File: src/rtl/cbt_pkg.sv
// Shared types and constants for the channel binding table.
`timescale 1ns / 1ps
package cbt_pkg;

  localparam int ENTRIES       = 16;
  localparam int ENDPOINT_BITS = 48;
  localparam int IDX_W         = (ENTRIES > 1) ? $clog2(ENTRIES) : 1;
  localparam int CNT_W         = $clog2(ENTRIES + 1);
  localparam int CHAN_W        = 16;
  localparam int LIFE_W        = 16;
  localparam logic [LIFE_W-1:0] LIFETIME_RESET = LIFE_W'(600);

  typedef enum logic [2:0] {
    CMD_BIND  = 3'd0,
    CMD_CHECK = 3'd1,
    CMD_EP    = 3'd2,
    CMD_REV   = 3'd3,
    CMD_TICK  = 3'd4
  } cbt_cmd_e;

  typedef enum logic [2:0] {
    OP_BIND,
    OP_CHECK,
    OP_EP,
    OP_REV,
    OP_TICK,
    OP_BAD
  } cbt_op_e;

  typedef enum logic [2:0] {
    ST_OK             = 3'd0,
    ST_OTHER_PEER     = 3'd1,
    ST_PEER_ELSEWHERE = 3'd2,
    ST_FULL           = 3'd3,
    ST_NOT_FOUND      = 3'd4
  } cbt_status_e;

  typedef enum logic [1:0] {
    B_IDLE,
    B_SCAN,
    B_DONE
  } cbt_state_e;

  typedef struct packed {
    cbt_op_e                  op;
    logic [CHAN_W-1:0]        channel;
    logic [ENDPOINT_BITS-1:0] endpoint;
  } cbt_item_t;

endpackage

File: src/rtl/cbt_front.sv
// Front end: accepts items, decodes the command and queues them for the scan engine.
`timescale 1ns / 1ps
module cbt_front import cbt_pkg::*; (
  input  logic              clk_i,
  input  logic              rst_ni,
  input  logic              push,
  output logic              full,
  input  logic [2:0]        cmd_i,
  input  logic [CHAN_W-1:0] channel_i,
  input  logic [47:0]       peer_endpoint_i,
  output logic              q_valid_o,
  output cbt_item_t         q_item_o,
  input  logic              q_pop_i
);

  cbt_item_t  slot_q [2];
  logic       wr_ptr_q, wr_ptr_d;
  logic       rd_ptr_q, rd_ptr_d;
  logic [1:0] cnt_q, cnt_d;
  logic       do_push, do_pop;
  cbt_item_t  item_in;

  always_comb begin
    unique case (cmd_i)
      CMD_BIND:  item_in.op = OP_BIND;
      CMD_CHECK: item_in.op = OP_CHECK;
      CMD_EP:    item_in.op = OP_EP;
      CMD_REV:   item_in.op = OP_REV;
      CMD_TICK:  item_in.op = OP_TICK;
      default:   item_in.op = OP_BAD;
    endcase
    item_in.channel  = channel_i;
    item_in.endpoint = peer_endpoint_i[ENDPOINT_BITS-1:0];
  end

  assign full      = (cnt_q == 2'd2);
  assign q_valid_o = (cnt_q != 2'd0);
  assign q_item_o  = slot_q[rd_ptr_q];
  assign do_push   = push && !full;
  assign do_pop    = q_pop_i && q_valid_o;

  always_comb begin
    wr_ptr_d = wr_ptr_q ^ do_push;
    rd_ptr_d = rd_ptr_q ^ do_pop;
    cnt_d    = cnt_q + 2'(do_push) - 2'(do_pop);
  end

  always_ff @(posedge clk_i or negedge rst_ni) begin
    if (!rst_ni) begin
      wr_ptr_q <= 1'b0;
      rd_ptr_q <= 1'b0;
      cnt_q    <= 2'd0;
    end else begin
      wr_ptr_q <= wr_ptr_d;
      rd_ptr_q <= rd_ptr_d;
      cnt_q    <= cnt_d;
    end
  end

  always_ff @(posedge clk_i) begin
    if (do_push) begin
      slot_q[wr_ptr_q] <= item_in;
    end
  end

endmodule

File: src/rtl/cbt_back.sv
// Back end: scans the binding table one entry per cycle and produces the result item.
`timescale 1ns / 1ps
module cbt_back import cbt_pkg::*; (
  input  logic                     clk_i,
  input  logic                     rst_ni,
  input  logic                     q_valid_i,
  input  cbt_item_t                q_item_i,
  output logic                     q_pop_o,
  input  logic                     lifetime_ticks_we_i,
  input  logic [LIFE_W-1:0]        lifetime_ticks_i,
  output logic                     empty,
  input  logic                     pop,
  output logic [2:0]               status_o,
  output logic                     found_o,
  output logic [CHAN_W-1:0]        channel_out_o,
  output logic [47:0]              endpoint_out_o
);

  logic [CHAN_W-1:0]        ch_mem  [ENTRIES];
  logic [ENDPOINT_BITS-1:0] ep_mem  [ENTRIES];
  logic [LIFE_W-1:0]        rem_mem [ENTRIES];

  logic [ENTRIES-1:0]       valid_q, valid_d;
  logic [LIFE_W-1:0]        lifetime_q;
  cbt_state_e               state_q, state_d;
  cbt_item_t                cur_q;
  logic [CNT_W-1:0]         cnt_q;
  logic                     issue;
  logic [IDX_W-1:0]         raddr;

  logic                     chk_v_q;
  logic [IDX_W-1:0]         chk_idx_q;
  logic [CHAN_W-1:0]        rd_ch_q;
  logic [ENDPOINT_BITS-1:0] rd_ep_q;
  logic [LIFE_W-1:0]        rd_rem_q;

  logic                     ch_hit_q, ch_eq_q, pe_hit_q, free_hit_q;
  logic [IDX_W-1:0]         ch_idx_q, free_idx_q;
  logic [ENDPOINT_BITS-1:0] ch_ep_q;
  logic [CHAN_W-1:0]        pe_ch_q;

  logic                     chk_vld, ch_m, pe_m;
  logic                     finish;
  logic                     we_rem, we_key;
  logic [IDX_W-1:0]         waddr;
  logic [LIFE_W-1:0]        wrem;

  logic                     out_v_q;
  cbt_status_e              res_status;
  logic                     res_found;
  logic [CHAN_W-1:0]        res_ch;
  logic [47:0]              res_ep;
  cbt_status_e              status_q;
  logic                     found_q;
  logic [CHAN_W-1:0]        ch_out_q;
  logic [47:0]              ep_out_q;

  assign raddr   = cnt_q[IDX_W-1:0];
  assign chk_vld = chk_v_q && valid_q[chk_idx_q];
  assign ch_m    = chk_vld && (rd_ch_q == cur_q.channel);
  assign pe_m    = chk_vld && (rd_ep_q == cur_q.endpoint);
  assign finish  = (state_q == B_DONE) && (!out_v_q || pop);

  always_comb begin
    state_d = state_q;
    unique case (state_q)
      B_IDLE: begin
        if (q_valid_i) begin
          state_d = (q_item_i.op == OP_BAD) ? B_DONE : B_SCAN;
        end
      end
      B_SCAN: begin
        if (cnt_q == CNT_W'(ENTRIES)) begin
          state_d = B_DONE;
        end
      end
      B_DONE: begin
        if (finish) begin
          state_d = B_IDLE;
        end
      end
      default: state_d = B_IDLE;
    endcase
  end

  always_comb begin
    q_pop_o    = (state_q == B_IDLE) && q_valid_i;
    issue      = (state_q == B_SCAN) && (cnt_q < CNT_W'(ENTRIES));
    we_rem     = 1'b0;
    we_key     = 1'b0;
    waddr      = chk_idx_q;
    wrem       = rd_rem_q - LIFE_W'(1);
    valid_d    = valid_q;
    res_status = ST_NOT_FOUND;
    res_found  = 1'b0;
    res_ch     = '0;
    res_ep     = '0;
    if ((state_q == B_SCAN) && (cur_q.op == OP_TICK) && chk_vld) begin
      if (rd_rem_q <= LIFE_W'(1)) begin
        valid_d[chk_idx_q] = 1'b0;
      end else begin
        we_rem = 1'b1;
      end
    end
    if (state_q == B_DONE) begin
      unique case (cur_q.op)
        OP_BIND: begin
          priority if (ch_hit_q) begin
            if (ch_eq_q) begin
              res_status = ST_OK;
              res_found  = 1'b1;
              we_rem     = finish;
              waddr      = ch_idx_q;
              wrem       = lifetime_q;
            end else begin
              res_status = ST_OTHER_PEER;
            end
          end else if (pe_hit_q) begin
            res_status = ST_PEER_ELSEWHERE;
          end else if (!free_hit_q) begin
            res_status = ST_FULL;
          end else begin
            res_status = ST_OK;
            res_found  = 1'b1;
            we_rem     = finish;
            we_key     = finish;
            waddr      = free_idx_q;
            wrem       = lifetime_q;
            if (finish) begin
              valid_d[free_idx_q] = 1'b1;
            end
          end
        end
        OP_CHECK, OP_EP: begin
          if (ch_hit_q) begin
            res_status = ST_OK;
            res_found  = 1'b1;
            if (cur_q.op == OP_EP) begin
              res_ep = ch_ep_q;
            end
          end
        end
        OP_REV: begin
          if (pe_hit_q) begin
            res_status = ST_OK;
            res_found  = 1'b1;
            res_ch     = pe_ch_q;
          end
        end
        OP_TICK: res_status = ST_OK;
        default: res_status = ST_NOT_FOUND;
      endcase
    end
  end

  always_ff @(posedge clk_i or negedge rst_ni) begin
    if (!rst_ni) begin
      state_q    <= B_IDLE;
      valid_q    <= '0;
      lifetime_q <= LIFETIME_RESET;
      cnt_q      <= '0;
      chk_v_q    <= 1'b0;
      out_v_q    <= 1'b0;
    end else begin
      state_q <= state_d;
      valid_q <= valid_d;
      chk_v_q <= issue;
      if (lifetime_ticks_we_i) begin
        lifetime_q <= (lifetime_ticks_i == '0) ? LIFE_W'(1) : lifetime_ticks_i;
      end
      if (q_pop_o) begin
        cnt_q <= '0;
      end else if (issue) begin
        cnt_q <= cnt_q + CNT_W'(1);
      end
      if (finish) begin
        out_v_q <= 1'b1;
      end else if (pop) begin
        out_v_q <= 1'b0;
      end
    end
  end

  always_ff @(posedge clk_i) begin
    if (q_pop_o) begin
      cur_q      <= q_item_i;
      ch_hit_q   <= 1'b0;
      pe_hit_q   <= 1'b0;
      free_hit_q <= 1'b0;
    end
    if (issue) begin
      rd_ch_q   <= ch_mem[raddr];
      rd_ep_q   <= ep_mem[raddr];
      rd_rem_q  <= rem_mem[raddr];
      chk_idx_q <= raddr;
    end
    if ((state_q == B_SCAN) && chk_v_q) begin
      if (ch_m && !ch_hit_q) begin
        ch_hit_q <= 1'b1;
        ch_idx_q <= chk_idx_q;
        ch_eq_q  <= (rd_ep_q == cur_q.endpoint);
        ch_ep_q  <= rd_ep_q;
      end
      if (pe_m && !pe_hit_q) begin
        pe_hit_q <= 1'b1;
        pe_ch_q  <= rd_ch_q;
      end
      if (!chk_vld && !free_hit_q) begin
        free_hit_q <= 1'b1;
        free_idx_q <= chk_idx_q;
      end
    end
    if (we_rem) begin
      rem_mem[waddr] <= wrem;
    end
    if (we_key) begin
      ch_mem[waddr] <= cur_q.channel;
      ep_mem[waddr] <= cur_q.endpoint;
    end
    if (finish) begin
      status_q <= res_status;
      found_q  <= res_found;
      ch_out_q <= res_ch;
      ep_out_q <= res_ep;
    end
  end

  assign empty          = !out_v_q;
  assign status_o       = status_q;
  assign found_o        = found_q;
  assign channel_out_o  = ch_out_q;
  assign endpoint_out_o = ep_out_q;

  a_cnt_bound: assert property (@(posedge clk_i) disable iff (!rst_ni)
    state_q == B_SCAN |-> cnt_q <= CNT_W'(ENTRIES))
    else $error("scan counter past table end");

  a_insert_free: assert property (@(posedge clk_i) disable iff (!rst_ni)
    we_key |-> !valid_q[waddr])
    else $error("insert over a live entry");

  a_found_ok: assert property (@(posedge clk_i) disable iff (!rst_ni)
    finish && res_found |-> res_status == ST_OK)
    else $error("found with non-ok status");

  a_chk_from_scan: assert property (@(posedge clk_i) disable iff (!rst_ni)
    chk_v_q |-> $past(state_q == B_SCAN))
    else $error("entry read outside a scan");

endmodule

File: src/rtl/channel_binding_table_unit.sv
// Channel binding table: top level joining the decode queue and the scan engine.
// Each accepted item is scanned against the whole table before its result is produced.
// The table scan runs one entry per cycle through a single memory read port; the
// engine finishes one item before it pops the next, and unknown commands skip the scan.
// Input queue holds two items; a finished result waits in an output register.
// Reset (asynchronous, active low) clears all bindings and sets the lifetime to 600.
`timescale 1ns / 1ps
module channel_binding_table_unit import cbt_pkg::*; (
  input  logic              clk_i,
  input  logic              rst_ni,
  input  logic              push,
  output logic              full,
  input  logic [2:0]        cmd_i,
  input  logic [CHAN_W-1:0] channel_i,
  input  logic [47:0]       peer_endpoint_i,
  input  logic              lifetime_ticks_we_i,
  input  logic [LIFE_W-1:0] lifetime_ticks_i,
  output logic              empty,
  input  logic              pop,
  output logic [2:0]        status_o,
  output logic              found_o,
  output logic [CHAN_W-1:0] channel_out_o,
  output logic [47:0]       endpoint_out_o
);

  logic      q_valid;
  logic      q_pop;
  cbt_item_t q_item;

  cbt_front u_front (
    .clk_i,
    .rst_ni,
    .push,
    .full,
    .cmd_i,
    .channel_i,
    .peer_endpoint_i,
    .q_valid_o (q_valid),
    .q_item_o  (q_item),
    .q_pop_i   (q_pop)
  );

  cbt_back u_back (
    .clk_i,
    .rst_ni,
    .q_valid_i (q_valid),
    .q_item_i  (q_item),
    .q_pop_o   (q_pop),
    .lifetime_ticks_we_i,
    .lifetime_ticks_i,
    .empty,
    .pop,
    .status_o,
    .found_o,
    .channel_out_o,
    .endpoint_out_o
  );

endmodule

File: config.mk
export PLATFORM = sky130hd
export DESIGN_NAME = channel_binding_table_unit
export DESIGN_NICKNAME = d
export VERILOG_FILES = /design/src/rtl/cbt_pkg.sv /design/src/rtl/cbt_front.sv /design/src/rtl/cbt_back.sv /design/src/rtl/channel_binding_table_unit.sv
export SDC_FILE = /design/constraint.sdc
export NUM_CORES = 2
export LEC_CHECK = 0
export BUFFER_PORTS_ARGS = -buffer_cell sky130_fd_sc_hd__buf_2
export CAP_MARGIN = 15
export CORE_MARGIN = 2
export CORE_UTILIZATION = 35
export DETAILED_ROUTE_END_ITERATION = 10
export GPL_ROUTABILITY_DRIVEN = 0
export PLACE_DENSITY = 0.51
export SLEW_MARGIN = 20
export SYNTH_ARGS = -nofsm -noshare
export SYNTH_HDL_FRONTEND = slang
export SYNTH_SLANG_ARGS = --single-unit
export TNS_END_PERCENT = 30
File: constraint.sdc
create_clock -name clk_i -period 7.8 [get_ports clk_i]
set_input_delay 1.95 -clock clk_i [delete_from_list [all_inputs] [get_ports clk_i]]
set_output_delay 1.95 -clock clk_i [all_outputs]
set_load 0.005 [all_outputs]
==> qor.yml <==
syn-mean-instance-area_um2: 23.5
slew_headroom: 0.221
cts.path.max_buffers: 3
fin_ws_ns: 3.45
syn_area_um2: 65800
drt-wirelength-per-cell_um: 26.4
r2r_end: "u_back.ep_mem[7][16]"
total_power_mw: 27.3
dp_slack_ns: 2.60
worst_hold_slack_ns: 0.473
initial_core_util: 0.351
die-area_um2: 192000
synth_warnings: 0
ant_nets: 0
p_leak_nw: 23.7
drcViolationCount: 0
mostFrequentLayoutCells: "1,706 x edfxtp_1, 404 x mux4_2, 189 x clkbuf_16"
rows: 159
p_int_mw: 19.7
dpl.cell_count: 5410
die_h_um: 438
hold_violations: 0
min_path_type: "register to register"
worstSetupPathType: "primary input to register"
antenna_found_initial: 5
r2r_start: "u_back.cur_q[66]"
io_pins: 158
peakVddDrop_mv: 0.234
drv_slew: 0
pwr-share-seq: 0.499
clkTransAtPathRegs_ns: 0.06
synthCells: 2796
syn_to_final_growth_pct: 16.0
worstPathRequired_ns: 8.24
clock.fmax_mhz: 230
status: "finished, final reports clean"
pwr-share-clk: 0.323
clock_latency_ns: 0.83
period_share: 0.557
drt_iter0_drc: 2619
startpoint: "pop"
ys.flop_type: "edfxtp_1"
cts_sinks: 1754
crit_fanout: 33
fp.coreArea_um2: 187000
synth_edf_count: 1706
rr_worst_depth: 6
ys_seq_elements: 1754
grt_pass1_vias: 31400
cts_tree: "done"
ys_types: 53
cts-root-buf: "clkbuf_16"
synthArstFlopShare: 0.0257
grt_overflow_total: 0
fin_nets: 3197
drtPass1Iterations: 8
syn_nets: 2892
r2r_slack_ns: 3.66
min_to: "u_back.ch_ep_q[23]"
hpwl_um: 87400
fin_skew_ns: 0.0519
grt_pass1_wl_um: 220000
setup_viol: 0
fin_crit_ns: 4.35
combPwrFrac: 0.178
switchingPower_mw: 7.67
grt_max_degree: 151
mostFrequentLayoutCell: "edfxtp_1"
drive_above_1_share: 0.328
viasPerCell: 5.07
cts_resized: 0
end_kind: "register"
finalNonFillerCells: 5751
port_buffers: 157
start_kind: "primary input"
h-tree-depth: 4
synth-seq-area-share: 0.796
track_usage: 0.159
rsz0062_at_grt: "no"
min-delay-start: "u_back.rd_ep_q[23]"
fin_util: 0.408
post_cts_buffers: 0
tns_ns: 0
die_x_um: 438
arrival_ns: 4.79
ctsHoldBuffers: 0
swShare: 0.281
cts_made_buffers: 184
postLayoutCellArea_um2: 76400
min_path_cells: 0
power_density_nw_per_um2: 358
tightest_slew_ns: 1.17
post_dp_cell_area_um2: 70200
wirelength_um: 152000
max_cap_viol_count: 0
vias: 29100
==> area by class of cell <==
type | instances | area [um^2]
Fill cell | 16300 | 111000
Multi-Input combinational cell | 899 | 13100
Inverter | 18 | 70.1
Antenna cell | 1 | 2.50
Tap cell | 2495 | 3120
Clock buffer | 224 | 4910
Timing Repair Buffer | 244 | 1520
Clock inverter | 116 | 1260
Sequential cell | 1754 | 52400
==> synth_stat cells (all sizes together), types with 4 or more instances <==
| library cell | instances | area, um^2 |
|---|---|---|
| dfstp | 4 | 105 |
| nor2b | 11 | 68.8 |
| nor2 | 26 | 97.6 |
| xor2 | 5 | 43.8 |
| ha | 8 | 100 |
| or3 | 6 | 37.5 |
| nand4 | 33 | 206 |
| dfrtp | 41 | 1030 |
| nand3 | 6 | 30.0 |
| nand2 | 29 | 109 |
| nor3 | 44 | 243 |
| clkbuf | 84 | 315 |
| a21oi | 8 | 40.0 |
| or4 | 5 | 37.5 |
| mux2 | 80 | 901 |
| o21ai | 19 | 95.1 |
| mux2i | 7 | 70.1 |
| nor4 | 10 | 62.6 |
| o2bb2ai | 12 | 105 |
| buf | 41 | 210 |
| mux4 | 404 | 9100 |
| xnor2 | 78 | 683 |
| inv | 18 | 67.6 |
| and2 | 67 | 419 |
| a22o | 4 | 35.0 |
| edfxtp | 1706 | 51200 |
==> worst max-delay path by stage <==
stage	cells past startpoint	slack (ns)	to
after detailed placement	7	2.60	u_back.ch_mem[0][2]
after global routing	8	3.38	u_back.ep_mem[5][20]
after CTS	7	3.48	u_back.ch_mem[0][1]
after global placement	7	2.56	u_back.ch_mem[0][5]
after floorplan	6	0.06	u_back.ch_mem[4][0]
final	7	3.45	u_back.ep_mem[7][16]
==> kinds of logic after synthesis <==
kind of cell | after synthesis | synth area share
DFF | 1754 | 0.796
adders and majority gates | 8 | 0.00152
and+or+nand+nor | 251 | 0.0215
xor gates and xnor gates | 83 | 0.0110
buffers and inverters | 143 | 0.00901
muxes | 491 | 0.153
AOI/OAI and AO/OA | 66 | 0.00747
==> metal layers <==
metal | wire length [um] | track usage | up-vias
li1 | - | - | 12400
met1 | 62500 | 0.204 | 15800
met2 | 78400 | 0.274 | 745
met3 | 7070 | 0.0277 | 240
met4 | 3850 | 0.0480 | 4
met5 | 21 | 0 | -
==> flip-flops by register name, indices dropped and copies added (netlist names), 48 cells and up <==
signal                 count
u_back.ep_mem            768
u_back.ch_mem            256
u_back.ch_ep_q            48
u_back.rd_ep_q            48
u_back.endpoint_out_o     48
u_back.rem_mem           256
u_front.slot_q           134
u_back.cur_q              67
==> power groups by stage <==
stage,logic (mW),clock network (mW),registers [mW]
floorplan,3.37,0,13.2
global placement,4.90,0,13.8
detailed placement,4.99,0,13.9
CTS,5.00,9.07,13.7
global route,5.24,9.44,13.8
finish,4.87,8.84,13.6
==> worst max-delay path: stages <==
cell and delay, ns:
buf_2 0.07, nand2b_1 0.31, nand2_1 0.14, or3_1 0.70, nor3_2 0.33, buf_4 0.58
buf_4 0.61
No activity file was read; power rests on OpenSTA's default activity.
